## src/hw/rtl/b64c_pkg.sv

```systemverilog
// ----------------------------------------------------------------------------
// b64c_pkg
// Shared types, character constants and alphabet functions of the base64 codec.
// ----------------------------------------------------------------------------
`default_nettype none

package b64c_pkg;

  localparam logic [7:0] PadChar   = 8'h3D;
  localparam logic [7:0] PlusChar  = 8'h2B;
  localparam logic [7:0] SlashChar = 8'h2F;

  localparam logic ModeEncode = 1'b0;
  localparam logic ModeDecode = 1'b1;

  // One completed group: up to four result words, first word in data[0].
  typedef struct packed {
    logic [3:0][7:0] data;
    logic [2:0]      count;
    logic            last;
    logic            err;
  } grp_t;

  function automatic logic [7:0] sextet_to_char(input logic [5:0] v);
    logic [7:0] c;
    case (v) inside
      [6'd0:6'd25]:  c = 8'h41 + {2'b00, v};
      [6'd26:6'd51]: c = 8'h47 + {2'b00, v};
      [6'd52:6'd61]: c = {2'b00, v} - 8'h04;
      6'd62:         c = PlusChar;
      default:       c = SlashChar;
    endcase
    return c;
  endfunction

  function automatic logic [5:0] char_to_sextet(input logic [7:0] c);
    logic [7:0] t;
    case (c) inside
      [8'h41:8'h5A]: t = c - 8'h41;
      [8'h61:8'h7A]: t = c - 8'h47;
      [8'h30:8'h39]: t = c + 8'h04;
      PlusChar:      t = 8'd62;
      SlashChar:     t = 8'd63;
      default:       t = 8'd0;
    endcase
    return t[5:0];
  endfunction

endpackage

`default_nettype wire

```

## src/hw/rtl/b64c_gather.sv

```systemverilog
// ----------------------------------------------------------------------------
// b64c_gather
// Holds the mode and the group being gathered, and forms the result group.
// ----------------------------------------------------------------------------
`default_nettype none

module b64c_gather (
  input  logic          clk_i,
  input  logic          rst_ni,
  input  logic          cfg_we_i,
  input  logic          cfg_wdata_i,
  input  logic          in_valid_i,
  output logic          in_ready_o,
  input  logic [7:0]    data_i,
  input  logic          last_i,
  output logic          grp_valid_o,
  input  logic          grp_ready_i,
  output b64c_pkg::grp_t grp_o
);
  import b64c_pkg::*;

  logic        mode_q, mode_d;
  logic [23:0] bits_q, bits_d;
  logic [1:0]  cnt_q, cnt_d;
  logic        pad3_q, pad3_d;

  logic [1:0]  cnt_enc;
  logic [5:0]  sextet;
  logic [23:0] enc_bits;
  logic [23:0] dec_bits;
  logic [1:0]  pads;
  logic [1:0]  drops;
  logic        complete;
  logic        accept;

  assign cnt_enc  = (cnt_q == 2'd3) ? 2'd2 : cnt_q;
  assign sextet   = char_to_sextet(data_i);
  assign complete = (mode_q == ModeDecode) ? ((cnt_q == 2'd3) || last_i)
                                           : ((cnt_enc == 2'd2) || last_i);
  assign in_ready_o  = !complete || grp_ready_i;
  assign accept      = in_valid_i && in_ready_o;
  assign grp_valid_o = in_valid_i && complete;

  always_comb begin
    case (cnt_enc)
      2'd0:    enc_bits = bits_q | {data_i, 16'h0000};
      2'd1:    enc_bits = bits_q | {8'h00, data_i, 8'h00};
      default: enc_bits = bits_q | {16'h0000, data_i};
    endcase
    case (cnt_q)
      2'd0:    dec_bits = bits_q | {sextet, 18'h00000};
      2'd1:    dec_bits = bits_q | {6'h00, sextet, 12'h000};
      2'd2:    dec_bits = bits_q | {12'h000, sextet, 6'h00};
      default: dec_bits = bits_q | {18'h00000, sextet};
    endcase
  end

  always_comb begin
    case (cnt_enc)
      2'd0:    pads = 2'd2;
      2'd1:    pads = 2'd1;
      default: pads = 2'd0;
    endcase
    drops = {1'b0, last_i && (data_i == PadChar)} + {1'b0, last_i && pad3_q};
  end

  always_comb begin
    grp_o = '0;
    if (mode_q == ModeEncode) begin
      grp_o.data[0] = sextet_to_char(enc_bits[23:18]);
      grp_o.data[1] = sextet_to_char(enc_bits[17:12]);
      grp_o.data[2] = (pads == 2'd2) ? PadChar : sextet_to_char(enc_bits[11:6]);
      grp_o.data[3] = (pads != 2'd0) ? PadChar : sextet_to_char(enc_bits[5:0]);
      grp_o.count   = 3'd4;
      grp_o.last    = last_i;
    end else if (cnt_q != 2'd3) begin
      grp_o.count = 3'd1;
      grp_o.last  = 1'b1;
      grp_o.err   = 1'b1;
    end else begin
      grp_o.data[0] = dec_bits[23:16];
      grp_o.data[1] = dec_bits[15:8];
      grp_o.data[2] = dec_bits[7:0];
      grp_o.count   = 3'd3 - {1'b0, drops};
      grp_o.last    = last_i;
    end
  end

  always_comb begin
    mode_d = mode_q;
    bits_d = bits_q;
    cnt_d  = cnt_q;
    pad3_d = pad3_q;
    if (cfg_we_i) begin
      mode_d = cfg_wdata_i;
      bits_d = '0;
      cnt_d  = '0;
      pad3_d = 1'b0;
    end else if (accept) begin
      if (complete) begin
        bits_d = '0;
        cnt_d  = '0;
        pad3_d = 1'b0;
      end else if (mode_q == ModeEncode) begin
        bits_d = enc_bits;
        cnt_d  = cnt_enc + 2'd1;
      end else begin
        bits_d = dec_bits;
        cnt_d  = cnt_q + 2'd1;
        if ((cnt_q == 2'd2) && (data_i == PadChar)) begin
          pad3_d = 1'b1;
        end
      end
    end
  end

  always_ff @(posedge clk_i or negedge rst_ni) begin
    if (!rst_ni) begin
      mode_q <= ModeEncode;
      bits_q <= '0;
      cnt_q  <= '0;
      pad3_q <= 1'b0;
    end else begin
      mode_q <= mode_d;
      bits_q <= bits_d;
      cnt_q  <= cnt_d;
      pad3_q <= pad3_d;
    end
  end

  a_cfg_clears: assert property (@(posedge clk_i) disable iff (!rst_ni)
    cfg_we_i |=> (cnt_q == 2'd0) && (bits_q == 24'h000000) && !pad3_q)
    else $error("configuration write did not clear the partial group");

  a_enc_cnt: assert property (@(posedge clk_i) disable iff (!rst_ni)
    (mode_q == ModeEncode) |-> (cnt_q != 2'd3))
    else $error("encode group count out of range");

  a_pad3_decode: assert property (@(posedge clk_i) disable iff (!rst_ni)
    pad3_q |-> (mode_q == ModeDecode))
    else $error("third-position pad flag set outside decode mode");

endmodule

`default_nettype wire

```

## src/hw/rtl/b64c_emit.sv

```systemverilog
// ----------------------------------------------------------------------------
// b64c_emit
// Result register that hands out a completed group one word per cycle while the receiver is ready.
// ----------------------------------------------------------------------------
`default_nettype none

module b64c_emit (
  input  logic           clk_i,
  input  logic           rst_ni,
  input  logic           grp_valid_i,
  output logic           grp_ready_o,
  input  b64c_pkg::grp_t grp_i,
  output logic           out_valid_o,
  input  logic           out_ready_i,
  output logic [7:0]     data_res_o,
  output logic           last_res_o,
  output logic           error_o
);
  import b64c_pkg::*;

  logic            busy_q, busy_d;
  logic [2:0]      rem_q, rem_d;
  logic [3:0][7:0] buf_q, buf_d;
  logic            last_q, last_d;
  logic            err_q, err_d;
  logic            pop;
  logic            load;

  assign pop         = busy_q && out_ready_i;
  assign grp_ready_o = !busy_q || (pop && (rem_q == 3'd1));
  assign load        = grp_valid_i && grp_ready_o;

  assign out_valid_o = busy_q;
  assign data_res_o  = buf_q[0];
  assign last_res_o  = last_q && (rem_q == 3'd1);
  assign error_o     = err_q;

  always_comb begin
    busy_d = busy_q;
    rem_d  = rem_q;
    buf_d  = buf_q;
    last_d = last_q;
    err_d  = err_q;
    if (load) begin
      busy_d = 1'b1;
      rem_d  = grp_i.count;
      buf_d  = grp_i.data;
      last_d = grp_i.last;
      err_d  = grp_i.err;
    end else if (pop) begin
      busy_d = (rem_q != 3'd1);
      rem_d  = rem_q - 3'd1;
      buf_d  = {8'h00, buf_q[3:1]};
    end
  end

  always_ff @(posedge clk_i or negedge rst_ni) begin
    if (!rst_ni) begin
      busy_q <= 1'b0;
      rem_q  <= '0;
    end else begin
      busy_q <= busy_d;
      rem_q  <= rem_d;
    end
  end

  always_ff @(posedge clk_i) begin
    buf_q  <= buf_d;
    last_q <= last_d;
    err_q  <= err_d;
  end

  a_rem_range: assert property (@(posedge clk_i) disable iff (!rst_ni)
    busy_q |-> (rem_q != 3'd0) && (rem_q <= 3'd4))
    else $error("remaining word count out of range while busy");

  a_pop_stays: assert property (@(posedge clk_i) disable iff (!rst_ni)
    (pop && (rem_q != 3'd1)) |=> busy_q)
    else $error("group dropped before its last word was taken");

  a_load_count: assert property (@(posedge clk_i) disable iff (!rst_ni)
    load |=> busy_q && (rem_q == $past(grp_i.count)))
    else $error("group load did not take its word count");

endmodule

`default_nettype wire

```

## src/hw/rtl/base64_codec.sv

```systemverilog
// ----------------------------------------------------------------------------
// base64_codec
// Base64 encoder and decoder with a mode register and valid/ready channels.
// ----------------------------------------------------------------------------
// Write cfg_wdata_i with cfg_we_i while the block is idle: 0 selects encoding
// of raw bytes, 1 selects decoding of characters. A write clears any partial
// group. Input words carry data_i and last_i; last_i marks the end of a message.
// Encoding turns each three bytes, or a shorter final group, into four
// characters with '=' padding. Decoding turns four characters into up to three
// bytes; a message that ends inside a group yields one word with error_o set.
// A word that completes a group appears on the output in the cycle after it is
// accepted, and the group then leaves at one word per cycle while the receiver
// is ready. Words that only add to a group are taken every cycle; a completing
// word waits while the result register still holds more than its last word, so
// the output side sets the sustained flow. If the receiver stalls, the result
// register holds its word and input stops at the next completing word. Reset
// selects encoding, clears the group and empties the result register.
// ----------------------------------------------------------------------------
`default_nettype none

module base64_codec (
  input  logic       clk_i,
  input  logic       rst_ni,
  input  logic       cfg_we_i,
  input  logic       cfg_wdata_i,
  input  logic       in_valid_i,
  output logic       in_ready_o,
  input  logic [7:0] data_i,
  input  logic       last_i,
  output logic       out_valid_o,
  input  logic       out_ready_i,
  output logic [7:0] data_res_o,
  output logic       last_res_o,
  output logic       error_o
);
  import b64c_pkg::*;

  grp_t grp;
  logic grp_valid;
  logic grp_ready;

  b64c_gather u_gather (
    .clk_i       (clk_i),
    .rst_ni      (rst_ni),
    .cfg_we_i    (cfg_we_i),
    .cfg_wdata_i (cfg_wdata_i),
    .in_valid_i  (in_valid_i),
    .in_ready_o  (in_ready_o),
    .data_i      (data_i),
    .last_i      (last_i),
    .grp_valid_o (grp_valid),
    .grp_ready_i (grp_ready),
    .grp_o       (grp)
  );

  b64c_emit u_emit (
    .clk_i       (clk_i),
    .rst_ni      (rst_ni),
    .grp_valid_i (grp_valid),
    .grp_ready_o (grp_ready),
    .grp_i       (grp),
    .out_valid_o (out_valid_o),
    .out_ready_i (out_ready_i),
    .data_res_o  (data_res_o),
    .last_res_o  (last_res_o),
    .error_o     (error_o)
  );

endmodule

`default_nettype wire

```

## config.mk

```make
export PLATFORM = sky130hd
export DESIGN_NAME = base64_codec
export DESIGN_NICKNAME = d
export VERILOG_FILES = /design/src/hw/rtl/b64c_pkg.sv /design/src/hw/rtl/b64c_gather.sv /design/src/hw/rtl/b64c_emit.sv /design/src/hw/rtl/base64_codec.sv
export SDC_FILE = /design/constraint.sdc
export NUM_CORES = 1
export LEC_CHECK = 0
export BUFFER_PORTS_ARGS = -buffer_cell sky130_fd_sc_hd__clkbuf_2
export CAP_MARGIN = 0
export CORE_AREA = 5 5 144 105
export DETAILED_ROUTE_END_ITERATION = 10
export DIE_AREA = 0 0 149 110
export PLACE_DENSITY = 0.65
export SETUP_SLACK_MARGIN = 0.1
export SYNTH_ARGS = -nofsm -noshare
export SYNTH_HDL_FRONTEND = slang
export SYNTH_SLANG_ARGS = --single-unit
```

## constraint.sdc

```tcl
create_clock -name clk_i -period 2.95 [get_ports clk_i]
set_clock_uncertainty 0.2 [all_clocks]
set_input_delay 0.295 -clock clk_i [delete_from_list [all_inputs] [get_ports clk_i]]
set_output_delay 0.295 -clock clk_i [all_outputs]
set_load 0.05 [all_outputs]
```

==> impl_metrics.py <==
metrics = {
    "outcome": {
        "run_status": "finished, final reports clean",
    },
    "die": {
        "initial_utilization_pct": 45.84,
        "die_w_um": 149,
        "fp.dieH_um": 110,
        "die_area_um2": 16390,
        "design.core.area_um2": 13600,
        "ios": 27,
        "num_rows": 36,
    },
    "routing": {
        "ant_nets": 0,
        "via_per_inst": 6.308,
        "drt-pass1-iter-count": 5,
        "routed_wl_mm": 23.37,
        "vias": 6604,
        "drcViolationCount": 0,
        "drtIter0Drc": 735,
        "wire_per_inst_um": 22.32,
    },
    "layout": {
        "ff_latch_area_um2": 1823,
        "antenna_cells": 0,
        "fin_area_um2": 8049,
        "final_cell_mix": "buf_4, nand2_1, nor2_1, a21oi_1, ha_1",
        "multiInputGateArea_um2": 4300,
        "finish.utilization_pct": 59.17,
        "fin_nets": 919,
        "drive_above_1_share_pct": 30.22,
        "nFillCells": 1217,
        "layout_commonest_cell": "buf_4",
        "area.growth.synth_to_final_pct": 29.07,
    },
    "synthesis": {
        "syn_inst": 733,
        "synth-seq-area-share_pct": 29.21,
        "syn_area_per_cell_um2": 8.507,
        "yosysWarnings": 0,
        "synthArstFlopShare_pct": 48.48,
        "synthDistinctLibCells": 88,
        "synth_edf_count": 34,
        "ys_ff_latch": 66,
        "netlist_area_um2": 6236,
        "synthFlopType": "edfxtp_1",
        "syn_nets": 800,
    },
    "worst_setup_path": {
        "critPathMaxFanout": 16,
        "worst-path-buf-inv": 5,
        "arrival_ns": 2.75,
        "start_kind": "flop",
        "critical_path.top_delay_family": "compound AO/OA/AOI/OAI gates",
        "cp_common_cell": "buf_4",
        "worst_setup_path_end_kind": "flop",
        "path_class": "flop to flop",
        "cp_cell_sequence": "buf_8 > nor2_4 > a21o_1 > inv_2 > ha_2 > inv_1 > a2111oi_4 > a311oi_2 > buf_4 > buf_4 > o31ai_1 > o21ai_1",
        "critPathRequiredTime_ns": 2.82,
        "cpPeakStageDelay_ns": 0.40,
        "critPathSlowestCell": "dfrtp_1",
    },
    "sta": {
        "hold_viol_final": 0,
        "holdWs_ns": 0.09645,
        "fmax_ghz": 0.3475,
        "slew_violations": 0,
        "setup_viol": 0,
        "max_slew_margin_pct": 43.35,
        "rsz0062_at_grt": "yes",
        "period_needed_ns": 2.877,
        "min_period_over_period_pct": 97.54,
        "tightest_slew_ns": 0.8498,
    },
    "run": {
        "maxCapViolCount": 0,
    },
    "clock_tree": {
        "tritoncts": "yes",
        "root_buffer": "clkbuf_16",
        "clock_path_buffers": 2,
        "worstSkewPairLatency_ns": 0.34,
        "cts_inserted_buffers": 9,
        "htreeDepth": 3,
        "clk_pin_slew_ns": 0.06,
        "clock-sinks": 66,
    },
    "pwr": {
        "ir_worst_vdd_uv": 298.6,
        "pwr-share-seq_pct": 32.0,
        "sw_frac_of_total_pct": 39.15,
        "power.density_nw_per_um2": 532.9,
        "power.total_mw": 4.289,
        "internal_power_mw": 2.610,
        "cellLeakagePower_nw": 3.384,
        "power.switching_mw": 1.679,
        "combinationalPowerShare_pct": 41.7,
        "clkPwrFrac_pct": 26.3,
    },
    "global_route": {
        "grt_use_total_pct": 28.08,
        "grt_pass1_wl_mm": 35.76,
        "grt_pass1_vias": 6329,
        "grt_start_max_net_pins": 33,
        "antenna_found_initial": 0,
        "grt_overflow_total": 0,
    },
    "placed_design": {
        "port_buffers": 26,
        "place_congestion": 0.9674,
        "postPlaceCellArea_um2": 7238,
        "dp_hpwl_mm": 17.30,
    },
    "hold_path": {
        "hold_path.class": "input pin to flop",
    },
}
==> state kept, by name, indices dropped and copies added (netlist names) <==
name / count
u_gather.mode_q: 1
u_emit.last_q: 1
u_emit.rem_q: 3
u_gather.cnt_q: 2
u_gather.pad3_q: 1
u_emit.out_valid_o: 1
u_emit.buf_q: 24
u_emit.error_o: 1
u_gather.bits_q: 24
u_emit.data_res_o: 8
==> per-stage QoR <==
step                      worst slack [ns]   TNS, ns  cells
final                              0.07264         0   1047
after global routing              -0.01934  -0.01934   1047
after CTS                           0.1095         0   1031
after detailed placement          -0.06447   -0.1344   1010
after global placement            -0.01522  -0.01522   1010
after floorplan                    0.08250         0    733
==> power groups by stage <==
stage | clock network (mW) | logic [mW] | registers (mW)
after global routing | 1.17 | 1.91 | 1.39
after floorplan | 0 | 1.09 | 1.36
after CTS | 1.14 | 1.67 | 1.37
after detailed placement | 0 | 1.62 | 1.38
after global placement | 0 | 1.61 | 1.38
final | 1.13 | 1.79 | 1.37
==> per-layer routing <==
layer | routed length, µm | vias to the layer above | part of all wire, % | global-route usage [%]
met1 | 10540 | 3205 | 45 | 40.67
met4 | 554 | 0 | 2.4 | 8.230
met3 | 2528 | 44 | 11 | 7.846
li1 | - | 2975 | - | -
met2 | 9753 | 380 | 42 | 40.88
met5 | 0 | - | 0 | 0
==> logic make-up after synthesis <==
group,share of synthesized area [%]
muxes,2.187
DFF,29.21
AOI/OAI and AO/OA,28.29
and+or+nand+nor,19.76
adders and majority gates,10.43
xor gates and xnor gates,3.230
buffers and inverters,6.882
==> synthesized netlist by cell type (4+ instances only) <==
master    count  share of area, %
a311oi_1      5              0.70
nand2_1      62               3.7
clkbuf_1     20               1.2
nor2b_1       6              0.60
edfxtp_1     34                16
or2_2         6              0.60
or3_1         7              0.70
a211oi_1      8              0.96
o221ai_1     12               1.7
buf_6         4              0.72
buf_2        10              0.80
o22ai_1      10               1.0
xnor2_1      16               2.2
nand2b_1      5              0.50
o21ai_1      10              0.80
ha_1         52                10
buf_4        14               1.7
nand4_1       7              0.70
o21ai_0      34               2.7
a221oi_1      7              0.98
a31oi_1      15               1.5
a211o_1       5              0.70
and3_1       16               1.6
nor4_1        6              0.60
nand3_1      25               2.0
nor2_1       48               2.9
nor3b_1       6              0.72
mux2i_1      11               1.8
and2_1       17               1.7
o211ai_1      8              0.96
inv_1        37               2.2
dfrtp_1      32                13
nor3_1       13               1.0
a21oi_1      55               4.4
a21o_1       14               1.7
o31ai_1       9               1.1
xor2_1        7              0.98
==> tightest hold or removal path: stages <==
cell and delay (ns):
clkbuf_2 0.12, inv_1 0.08, o21ai_0 0.08
==> final timing paths <==
check / slack [ns] / endpoint / depth (start not counted) / from
worst max-delay path: 0.07 / u_emit.data_res_o[5]$_DFFE_PP_ / 12 / u_gather.cnt_q[0]$_DFFE_PN0P_
worst min-delay path: 0.1 / u_emit.out_valid_o$_DFFE_PN0P_ / 3 / in_valid_i
worst max register to register: 0.07 / u_emit.data_res_o[5]$_DFFE_PP_ / 12 / u_gather.cnt_q[0]$_DFFE_PN0P_
worst min register to register: 0.29 / u_gather.pad3_q$_DFFE_PN0P_ / 1 / u_gather.pad3_q$_DFFE_PN0P_
max in group asynchronous: 1.56 / u_gather.cnt_q[1]$_DFFE_PN0P_ / 2 / rst_ni
min in group asynchronous: 0.40 / u_emit.rem_q[2]$_DFFE_PN0P_ / 2 / rst_ni
==> cell type report <==
type / count / area share, %
clock buffers: 12 / 3.591
well taps: 190 / 2.954
inverters: 40 / 1.928
multi-input cells: 578 / 53.43
clock inverters: 4 / 0.3575
repair buffers: 157 / 15.09
flip-flops and latches: 66 / 22.65
==> timing repair <==
item	in CTS	in global routing
pin swaps	3	23
gates resized for setup	17	59
endpoints found under the hold margin	33	0
setup endpoints to repair	22	28
buffers inserted	3	16
hold buffers	2	0
(Power assumes the default switching activity.)
